--- src/hw/rtl/flight_phase_detector_assert.svh ---
// Assertion macros for the flight phase detector.
// FPD_ASSERT checks a property on every rising edge of aclk outside reset.
// FPD_ASSERT_NEVER checks that an expression is never true outside reset.
`ifndef FLIGHT_PHASE_DETECTOR_ASSERT_SVH
`define FLIGHT_PHASE_DETECTOR_ASSERT_SVH

`ifndef SYNTHESIS

`define FPD_ASSERT(lbl, prop) \
    lbl: assert property (@(posedge aclk) disable iff (!aresetn) prop) \
        else $error("flight_phase_detector: property failed");

`define FPD_ASSERT_NEVER(lbl, expr) \
    lbl: assert property (@(posedge aclk) disable iff (!aresetn) !(expr)) \
        else $error("flight_phase_detector: forbidden condition seen");

`else

`define FPD_ASSERT(lbl, prop)

`define FPD_ASSERT_NEVER(lbl, expr)

`endif

`endif

--- src/hw/rtl/fpd_pkg.sv ---
package fpd_pkg;

    localparam int WINDOW_DEPTH = 50;
    localparam int WIN_ADDR_W   = $clog2(WINDOW_DEPTH);
    localparam int SAMPLE_W     = 24;
    localparam int CFG_INDEX_W  = 8;

    typedef logic signed [SAMPLE_W-1:0] sample_t;
    typedef logic [1:0]                 phase_t;

    localparam sample_t SAMPLE_MAX = 24'sh7FFFFF;

    localparam phase_t PH_WAITING        = 2'd0;
    localparam phase_t PH_ASCENT         = 2'd1;
    localparam phase_t PH_DESCENT        = 2'd2;
    localparam phase_t PH_MAIN_PARACHUTE = 2'd3;

    localparam logic [CFG_INDEX_W-1:0] REG_ASCENT_THRESHOLD    = 8'd0;
    localparam logic [CFG_INDEX_W-1:0] REG_PARACHUTE_THRESHOLD = 8'd1;

    localparam sample_t ASCENT_THRESHOLD_RST    = 24'sd2304;
    localparam sample_t PARACHUTE_THRESHOLD_RST = 24'sd3072;

    typedef struct packed {
        logic                  rd_en;
        logic [WIN_ADDR_W-1:0] rd_addr;
        logic                  wr_en;
        logic [WIN_ADDR_W-1:0] wr_addr;
        sample_t               wr_data;
    } win_req_t;

endpackage

--- src/hw/rtl/fpd_window.sv ---
module fpd_window (
    input  logic              aclk,
    input  logic              aresetn,
    input  fpd_pkg::win_req_t win_req,
    output fpd_pkg::sample_t  rd_data
);

    fpd_pkg::sample_t                      win_mem [0:fpd_pkg::WINDOW_DEPTH-1];
    logic [fpd_pkg::WINDOW_DEPTH-1:0]      written_reg;
    logic [fpd_pkg::WINDOW_DEPTH-1:0]      written_next;
    fpd_pkg::sample_t                      rd_data_reg;
    logic                                  rd_hit_reg;

    always_comb begin
        written_next = written_reg;
        if (win_req.wr_en) begin
            written_next[win_req.wr_addr] = 1'b1;
        end
    end

    always_ff @(posedge aclk) begin
        if (!aresetn) begin
            written_reg <= '0;
        end else begin
            written_reg <= written_next;
        end
    end

    always_ff @(posedge aclk) begin
        if (win_req.wr_en) begin
            win_mem[win_req.wr_addr] <= win_req.wr_data;
        end
    end

    always_ff @(posedge aclk) begin
        if (win_req.rd_en) begin
            rd_data_reg <= win_mem[win_req.rd_addr];
            rd_hit_reg  <= written_reg[win_req.rd_addr];
        end
    end

    // unwritten entries read as zero
    assign rd_data = rd_hit_reg ? rd_data_reg : '0;

endmodule

--- src/hw/rtl/fpd_core.sv ---
module fpd_core (
    input  logic               aclk,
    input  logic               aresetn,
    input  logic               in_valid,
    output logic               in_ready,
    input  fpd_pkg::sample_t   in_sample,
    output logic               out_valid,
    input  logic               out_ready,
    output fpd_pkg::phase_t    out_phase,
    output logic               out_changed,
    input  fpd_pkg::sample_t   ascent_threshold,
    input  fpd_pkg::sample_t   parachute_threshold,
    output fpd_pkg::win_req_t  win_req,
    input  fpd_pkg::sample_t   win_rd_data
);

    localparam logic [1:0] ST_IDLE   = 2'd0;
    localparam logic [1:0] ST_SCAN   = 2'd1;
    localparam logic [1:0] ST_DRAIN  = 2'd2;
    localparam logic [1:0] ST_DECIDE = 2'd3;

    localparam logic [fpd_pkg::WIN_ADDR_W-1:0] LAST_ADDR =
        fpd_pkg::WIN_ADDR_W'(fpd_pkg::WINDOW_DEPTH - 1);

    logic [1:0]                       state_reg,      state_next;
    fpd_pkg::sample_t                 sample_reg,     sample_next;
    fpd_pkg::sample_t                 min_reg,        min_next;
    logic [fpd_pkg::WIN_ADDR_W-1:0]   scan_idx_reg,   scan_idx_next;
    logic                             rd_pend_reg,    rd_pend_next;
    logic [fpd_pkg::WIN_ADDR_W-1:0]   wr_pos_reg,     wr_pos_next;
    fpd_pkg::phase_t                  phase_reg,      phase_next;
    logic                             out_valid_reg,  out_valid_next;
    fpd_pkg::phase_t                  out_phase_reg,  out_phase_next;
    logic                             out_changed_reg, out_changed_next;

    fpd_pkg::sample_t cmp_a;
    fpd_pkg::sample_t cmp_b;
    logic             cmp_lt;
    logic             out_free;
    logic             step;

    // shared signed comparator
    always_comb begin
        cmp_a = win_rd_data;
        cmp_b = min_reg;
        if (state_reg == ST_DECIDE) begin
            unique case (phase_reg)
                fpd_pkg::PH_WAITING: begin
                    cmp_a = ascent_threshold;
                    cmp_b = sample_reg;
                end
                fpd_pkg::PH_ASCENT: begin
                    cmp_a = sample_reg;
                    cmp_b = min_reg;
                end
                fpd_pkg::PH_DESCENT: begin
                    cmp_a = sample_reg;
                    cmp_b = parachute_threshold;
                end
                default: begin
                    cmp_a = sample_reg;
                    cmp_b = sample_reg;
                end
            endcase
        end
    end

    assign cmp_lt   = cmp_a < cmp_b;
    assign out_free = !out_valid_reg || out_ready;
    assign step     = cmp_lt && (phase_reg != fpd_pkg::PH_MAIN_PARACHUTE);

    always_comb begin
        state_next       = state_reg;
        sample_next      = sample_reg;
        min_next         = min_reg;
        scan_idx_next    = scan_idx_reg;
        rd_pend_next     = 1'b0;
        wr_pos_next      = wr_pos_reg;
        phase_next       = phase_reg;
        out_valid_next   = out_valid_reg;
        out_phase_next   = out_phase_reg;
        out_changed_next = out_changed_reg;

        win_req         = '0;
        win_req.rd_addr = scan_idx_reg;
        win_req.wr_addr = wr_pos_reg;
        win_req.wr_data = sample_reg;

        if (out_valid_reg && out_ready) begin
            out_valid_next = 1'b0;
        end

        if (rd_pend_reg && cmp_lt) begin
            min_next = win_rd_data;
        end

        unique case (state_reg)
            ST_IDLE: begin
                if (in_valid) begin
                    sample_next   = in_sample;
                    min_next      = fpd_pkg::SAMPLE_MAX;
                    scan_idx_next = '0;
                    state_next    = ST_SCAN;
                end
            end
            ST_SCAN: begin
                win_req.rd_en = 1'b1;
                rd_pend_next  = 1'b1;
                if (scan_idx_reg == LAST_ADDR) begin
                    state_next = ST_DRAIN;
                end else begin
                    scan_idx_next = scan_idx_reg + 1'b1;
                end
            end
            ST_DRAIN: begin
                state_next = ST_DECIDE;
            end
            ST_DECIDE: begin
                // hold until the result register is free
                if (out_free) begin
                    win_req.wr_en    = 1'b1;
                    wr_pos_next      = (wr_pos_reg == LAST_ADDR) ? '0 : wr_pos_reg + 1'b1;
                    phase_next       = step ? phase_reg + 1'b1 : phase_reg;
                    out_valid_next   = 1'b1;
                    out_phase_next   = step ? phase_reg + 1'b1 : phase_reg;
                    out_changed_next = step;
                    state_next       = ST_IDLE;
                end
            end
            default: begin
                state_next = ST_IDLE;
            end
        endcase
    end

    always_ff @(posedge aclk) begin
        if (!aresetn) begin
            state_reg     <= ST_IDLE;
            scan_idx_reg  <= '0;
            rd_pend_reg   <= 1'b0;
            wr_pos_reg    <= '0;
            phase_reg     <= fpd_pkg::PH_WAITING;
            out_valid_reg <= 1'b0;
        end else begin
            state_reg     <= state_next;
            scan_idx_reg  <= scan_idx_next;
            rd_pend_reg   <= rd_pend_next;
            wr_pos_reg    <= wr_pos_next;
            phase_reg     <= phase_next;
            out_valid_reg <= out_valid_next;
        end
    end

    always_ff @(posedge aclk) begin
        sample_reg      <= sample_next;
        min_reg         <= min_next;
        out_phase_reg   <= out_phase_next;
        out_changed_reg <= out_changed_next;
    end

    assign in_ready    = (state_reg == ST_IDLE);
    assign out_valid   = out_valid_reg;
    assign out_phase   = out_phase_reg;
    assign out_changed = out_changed_reg;

endmodule

--- src/hw/rtl/flight_phase_detector.sv ---
// Flight phase detector: takes one signed Q15.8 altitude request per item and
// returns the flight phase (waiting, ascent, descent, main parachute) after it,
// with a flag set when that request moved the phase on. A new request is not
// taken until the previous one has been decided and written back. One window
// entry is read from the window memory (separate read and write ports) and
// passed through the one shared comparator per cycle, a drain step then takes
// in the last read, then the comparator settles the phase decision and the
// sample is written back. A finished result waits in an output register while
// the next request is being worked on; the decision step holds only if that
// register is still full. The threshold registers may be written at any time
// the block is idle and the window needs no clearing after reset.
`include "flight_phase_detector_assert.svh"

module flight_phase_detector (
    input  logic                                aclk,
    input  logic                                aresetn,
    input  logic                                s_tvalid,
    output logic                                s_tready,
    input  logic [23:0]                         s_tdata,   // [23:0] altitude_sample
    output logic                                m_tvalid,
    input  logic                                m_tready,
    output logic [7:0]                          m_tdata,   // [1:0] phase, [2] phase_changed
    input  logic                                cfg_valid,
    output logic                                cfg_ready,
    input  logic [fpd_pkg::CFG_INDEX_W-1:0]     cfg_index,
    input  logic [fpd_pkg::SAMPLE_W-1:0]        cfg_data
);

    fpd_pkg::sample_t  ascent_thr_reg, ascent_thr_next;
    fpd_pkg::sample_t  para_thr_reg,   para_thr_next;
    fpd_pkg::win_req_t win_req;
    fpd_pkg::sample_t  win_rd_data;
    fpd_pkg::phase_t   out_phase;
    logic              out_changed;

    assign cfg_ready = 1'b1;

    always_comb begin
        ascent_thr_next = ascent_thr_reg;
        para_thr_next   = para_thr_reg;
        if (cfg_valid) begin
            priority if (cfg_index == fpd_pkg::REG_ASCENT_THRESHOLD) begin
                ascent_thr_next = cfg_data;
            end else if (cfg_index == fpd_pkg::REG_PARACHUTE_THRESHOLD) begin
                para_thr_next = cfg_data;
            end else begin
                // drop writes to unknown indexes
                ascent_thr_next = ascent_thr_reg;
            end
        end
    end

    always_ff @(posedge aclk) begin
        if (!aresetn) begin
            ascent_thr_reg <= fpd_pkg::ASCENT_THRESHOLD_RST;
            para_thr_reg   <= fpd_pkg::PARACHUTE_THRESHOLD_RST;
        end else begin
            ascent_thr_reg <= ascent_thr_next;
            para_thr_reg   <= para_thr_next;
        end
    end

    fpd_core u_core (
        .aclk                (aclk),
        .aresetn             (aresetn),
        .in_valid            (s_tvalid),
        .in_ready            (s_tready),
        .in_sample           (s_tdata),
        .out_valid           (m_tvalid),
        .out_ready           (m_tready),
        .out_phase           (out_phase),
        .out_changed         (out_changed),
        .ascent_threshold    (ascent_thr_reg),
        .parachute_threshold (para_thr_reg),
        .win_req             (win_req),
        .win_rd_data         (win_rd_data)
    );

    fpd_window u_window (
        .aclk    (aclk),
        .aresetn (aresetn),
        .win_req (win_req),
        .rd_data (win_rd_data)
    );

    assign m_tdata = {5'b0, out_changed, out_phase};

    `FPD_ASSERT(a_busy_after_accept, (s_tvalid && s_tready) |=> !s_tready)
    `FPD_ASSERT(a_result_after_write, win_req.wr_en |=> m_tvalid)
    `FPD_ASSERT_NEVER(a_no_read_during_write, win_req.rd_en && win_req.wr_en)
    `FPD_ASSERT(a_change_leaves_waiting,
        (m_tvalid && m_tdata[2]) |-> (m_tdata[1:0] != fpd_pkg::PH_WAITING))

endmodule

--- config.mk ---
export PLATFORM = sky130hd
export DESIGN_NAME = flight_phase_detector
export DESIGN_NICKNAME = d
export VERILOG_FILES = /design/src/hw/rtl/fpd_pkg.sv /design/src/hw/rtl/fpd_window.sv /design/src/hw/rtl/fpd_core.sv /design/src/hw/rtl/flight_phase_detector.sv
export VERILOG_INCLUDE_DIRS = /design/src /design/src/hw/rtl
export SDC_FILE = /design/constraint.sdc
export NUM_CORES = 2
export LEC_CHECK = 0
export BUFFER_PORTS_ARGS = -buffer_cell sky130_fd_sc_hd__buf_2
export CORE_UTILIZATION = 55
export CTS_CLUSTER_DIAMETER = 50
export DETAILED_ROUTE_END_ITERATION = 8
export GPL_TIMING_DRIVEN = 0
export PLACE_DENSITY = 0.71
export SKIP_LAST_GASP = 1
export SLEW_MARGIN = 10
export SYNTH_ARGS = -nofsm -noshare
export SYNTH_HDL_FRONTEND = slang
export SYNTH_SLANG_ARGS = --single-unit
--- constraint.sdc ---
create_clock -name aclk -period 5.2 [get_ports aclk]
set_clock_uncertainty 0.05 [all_clocks]
set_input_delay 0 -clock aclk [delete_from_list [all_inputs] [get_ports aclk]]
set_output_delay 0 -clock aclk [all_outputs]
set_load 0.02 [all_outputs]
==> impl_results.md <==
- Outcome: finished, final reports clean
- Total GRT Usage: 0.299
- N_diodes: 0
- Crit path setup slack, layout: between 0.4 and 0.5 ns
- Crit-path cells: inv_1, ha_1, clkbuf_1, clkbuf_1, nand3_1, a21oi_1, a21oi_1, ha_1, nand4_1, o211ai_1, o221ai_1, o2111ai_1, or3b_4, a21boi_2, buf_4, buf_6, mux2i_1
- Synth Area per Inst: 21.0 um2
- Most frequent cells in the layout: edfxtp_1 (1252), mux4_2 (399), clkbuf_16 (145), dfxtp_1 (140), clkbuf_1 (121)
- Worst vdd ir: around 0.00028 V
- CP arrival: between 5 and 6 ns
- Final period utilization: 0.905
- Slew @ Worst Pin: about 1.3 ns
- Max Buffers Root-to-Sink: 3
- Vias in the first global route: a little under 30000
- RSZ-0062 raised after global routing: false
- I/O pin cnt: 72
- Die X: 317 um
- Via density: ~6.6
- Footprint of the multi-input gates: roughly 14000 um2
- Flip-flop and latch count after synthesis: approximately 1400
- Clock latency at the later pin of the worst-skew pair: ~0.76 ns
- R2R setup slack: 0.50 ns
- Yosys cell types: 56
- Final number of max-transition violations: 0
- Sink Count: 1392
- Post-synth EDFFs: approximately 1300
- Post-CTS resize count: 0
- Peak fanout along the critical path: 10
- Die area: 100000 um2
- Hold worst-path end: ascent_thr_reg[1]
- Hold path depth: 4
- Net Switching: 7.15 mW
- CP Capture Type: flop
- Capturing point of the worst reg2reg path: u_core.min_reg[18]
- Pre-CTS WS: around 0.67 ns
- Mapped cell area: about 54000 um2
- Via count: ~29000
- Final GP Congestion: 0.896
- Post-synth ARST share: 0
- CTS tree: done
- Critical path class: flop to flop
- Leak: between 20 and 25 nW
- Post-CTS Setup Bufs: 0
- Setup violators final: 0
- Part of the power in combinational logic: 0.158
- Register area share after synthesis: 0.742
- Port bufs: 65
- TritonRoute pass-1 iters: 6
- Initial DRC count: ~3800
- Final HPWL from detailed placement: a little under 100000 um
- Core ar.: about 100000 um2
- TritonCTS Buffers: ~140
- GR Overflow Total: 0
- Crit path max-delay cell type: or3b_4
- Worst hold path class: input port to flop
- Clk slew on worst S/H paths: ~0.05 ns
- CP delay by family, top: buffers and inverters
- First-pass GRT wire length: roughly 210000 um
- Commonest non-fill, non-tap cell in the layout: edfxtp_1
- Hold path start: cfg_data[1]
- PwrDens: 428 nW/um2
- Final hold violation count: 0
- Clk pwr share: 0.361
- CP Launch Type: flop
- Timing-limited maximum frequency: about 0.21 GHz
- Nets: between 3000 and 4000
- Slew headroom: 0.166
- Final Critical Period: 4.70 ns
- Largest register FFs: 1200
- WP data required: 5.81 ns
- WP depth: 17
- Fillcell total: 6143
- Final WL: approximately 150000 um
- Die height: ~320 um
- Worst reg2reg path depth: 17
- Post-DP Area: between 50000 and 60000 um2
- Reg area: roughly 40000 um2
- Clk root buf: clkbuf_16
- Antenna violations before repair: 10
- R2R Path Start: u_core.phase_reg[0]
- Int Power: around 21 mW
- Flop pwr share: 0.482
- Detail Route Antenna Nets: 0
- Area of all placed cells without fillers: ~65000 um2
- H-tree depth: 4
- Largest net degree at the start of global routing: 34
- Initial Util: 0.554
- Synth warn: 0
- Sw Ratio: 0.257
- Gate count of the mapped netlist: approximately 2600
- Main synth FF type: edfxtp_1
- Slowest Stage Delay on Critical Path: 0.45 ns
- Layout cells sized above 1: 0.290
- Critical path buffers and inverters: 5
- Row count: 115
- DR DRC count: 0
- Synth-to-layout area growth: 19.3%
- Max-cap viol count: 0
- Routed wire per std cell: about 33 um
power groups by stage:
stage | clock network (mW) | registers [mW] | logic (mW)
floorplan | 0 | 13.7 | 2.24
global placement | 0 | 14.2 | 3.12
detailed placement | 0 | 13.6 | 4.26
CTS | 10.1 | 13.4 | 4.35
global route | 10.5 | 13.4 | 4.60
finish | 10.0 | 13.4 | 4.38
synth_stat cells (all sizes together) (2+ instances only):
library cell	n	area share
conb	2	0.00014
nor2	128	0.0088
buf	65	0.0070
ha	35	0.0080
and3	2	0.00023
o21ai	28	0.0026
inv	14	0.00097
o221ai	2	0.00032
nand2	32	0.0022
a21oi	81	0.0075
clkbuf	93	0.0064
or3b	3	0.00053
nand4b	2	0.00032
nand4	7	0.00080
nand2b	27	0.0031
nand3	56	0.0052
mux4	399	0.17
nor2b	3	0.00034
mux2	27	0.0057
nor3	3	0.00028
edfxtp	1252	0.69
nor4	2	0.00023
a211oi	4	0.00064
mux2i	100	0.018
xnor2	4	0.00064
dfxtp	140	0.052
a21boi	2	0.00034
xor2	6	0.00097
o21a	52	0.0072
or2	4	0.00046
nand3b	6	0.00083
cell type report:
class	count	share of cell area
Inverter	14	0.000810
Timing Repair Buffer	284	0.0605
Tap cell	1287	0.0248
Clock buffer	175	0.0579
Multi-Input combinational cell	1037	0.210
Buffer	158	0.0113
Clock inverter	83	0.0125
Sequential cell	1392	0.622
metrics by stage:
step	util	hold WS (ns)	instances	power (mW)	TNS (ns)
global route	0.660	0.0485	4430	28.5	0
finish	0.660	0.0357	4430	27.8	0
CTS	0.660	0.00129	4430	27.8	0
global placement	0.574	0.127	3953	17.3	-22.29
detailed placement	0.602	0.128	4054	17.9	0
floorplan	-	0.0489	2601	16.0	0
worst reg2reg max path: stages (launching register included):
cell and delay, ns:
dfxtp_1 0.40, inv_1 0.13, ha_1 0.44, clkbuf_1 0.33
clkbuf_1 0.41, nand3_1 0.15, a21oi_1 0.23, a21oi_1 0.09
ha_1 0.34, nand4_1 0.17, o211ai_1 0.13, o221ai_1 0.34
o2111ai_1 0.20, or3b_4 0.45, a21boi_2 0.15, buf_4 0.18
buf_6 0.21, mux2i_1 0.23
how the worst max path moves through the flow:
stage,start,to
after floorplan,u_core.phase_reg[0],u_core.out_phase[1]
after global placement,u_core.state_reg[1],u_window.win_mem[47][14]
after detailed placement,u_core.phase_reg[0],u_core.min_reg[18]
after CTS,u_core.phase_reg[0],u_core.min_reg[18]
after global routing,u_core.phase_reg[0],u_core.min_reg[18]
final,u_core.phase_reg[0],u_core.min_reg[18]
kinds of logic (layout without fill, tap and decap cells):
kind of cell             after synthesis  after routing  share of synthesized area
flip-flops                          1392           1392                      0.742
multiplexers                         526            526                      0.189
AND/OR/NAND/NOR                      280            280                     0.0240
AO/OA/AOI/OAI                        180            180                     0.0203
buffers and inverters                172            714                     0.0144
adder cells (fa/ha/maj)               35             35                    0.00805
XOR/XNOR                              10             10                    0.00161
other                                  2              6                   0.000138
layer usage:
layer | up-vias | track usage | wire (um)
li1 | 11623 | - | -
met1 | 15356 | 0.403 | 54600
met2 | 1806 | 0.470 | 70300
met3 | 372 | 0.0673 | 14300
met4 | 12 | 0.141 | 7340
met5 | - | 0 | 88
what timing repair did:
action | 4_1_cts | 5_1_grt
hold endpoints to repair | 90 | 0
endpoints found under the setup margin | 0 | 0
hold buffers | 118 | 0
(Power assumes the default switching activity.)
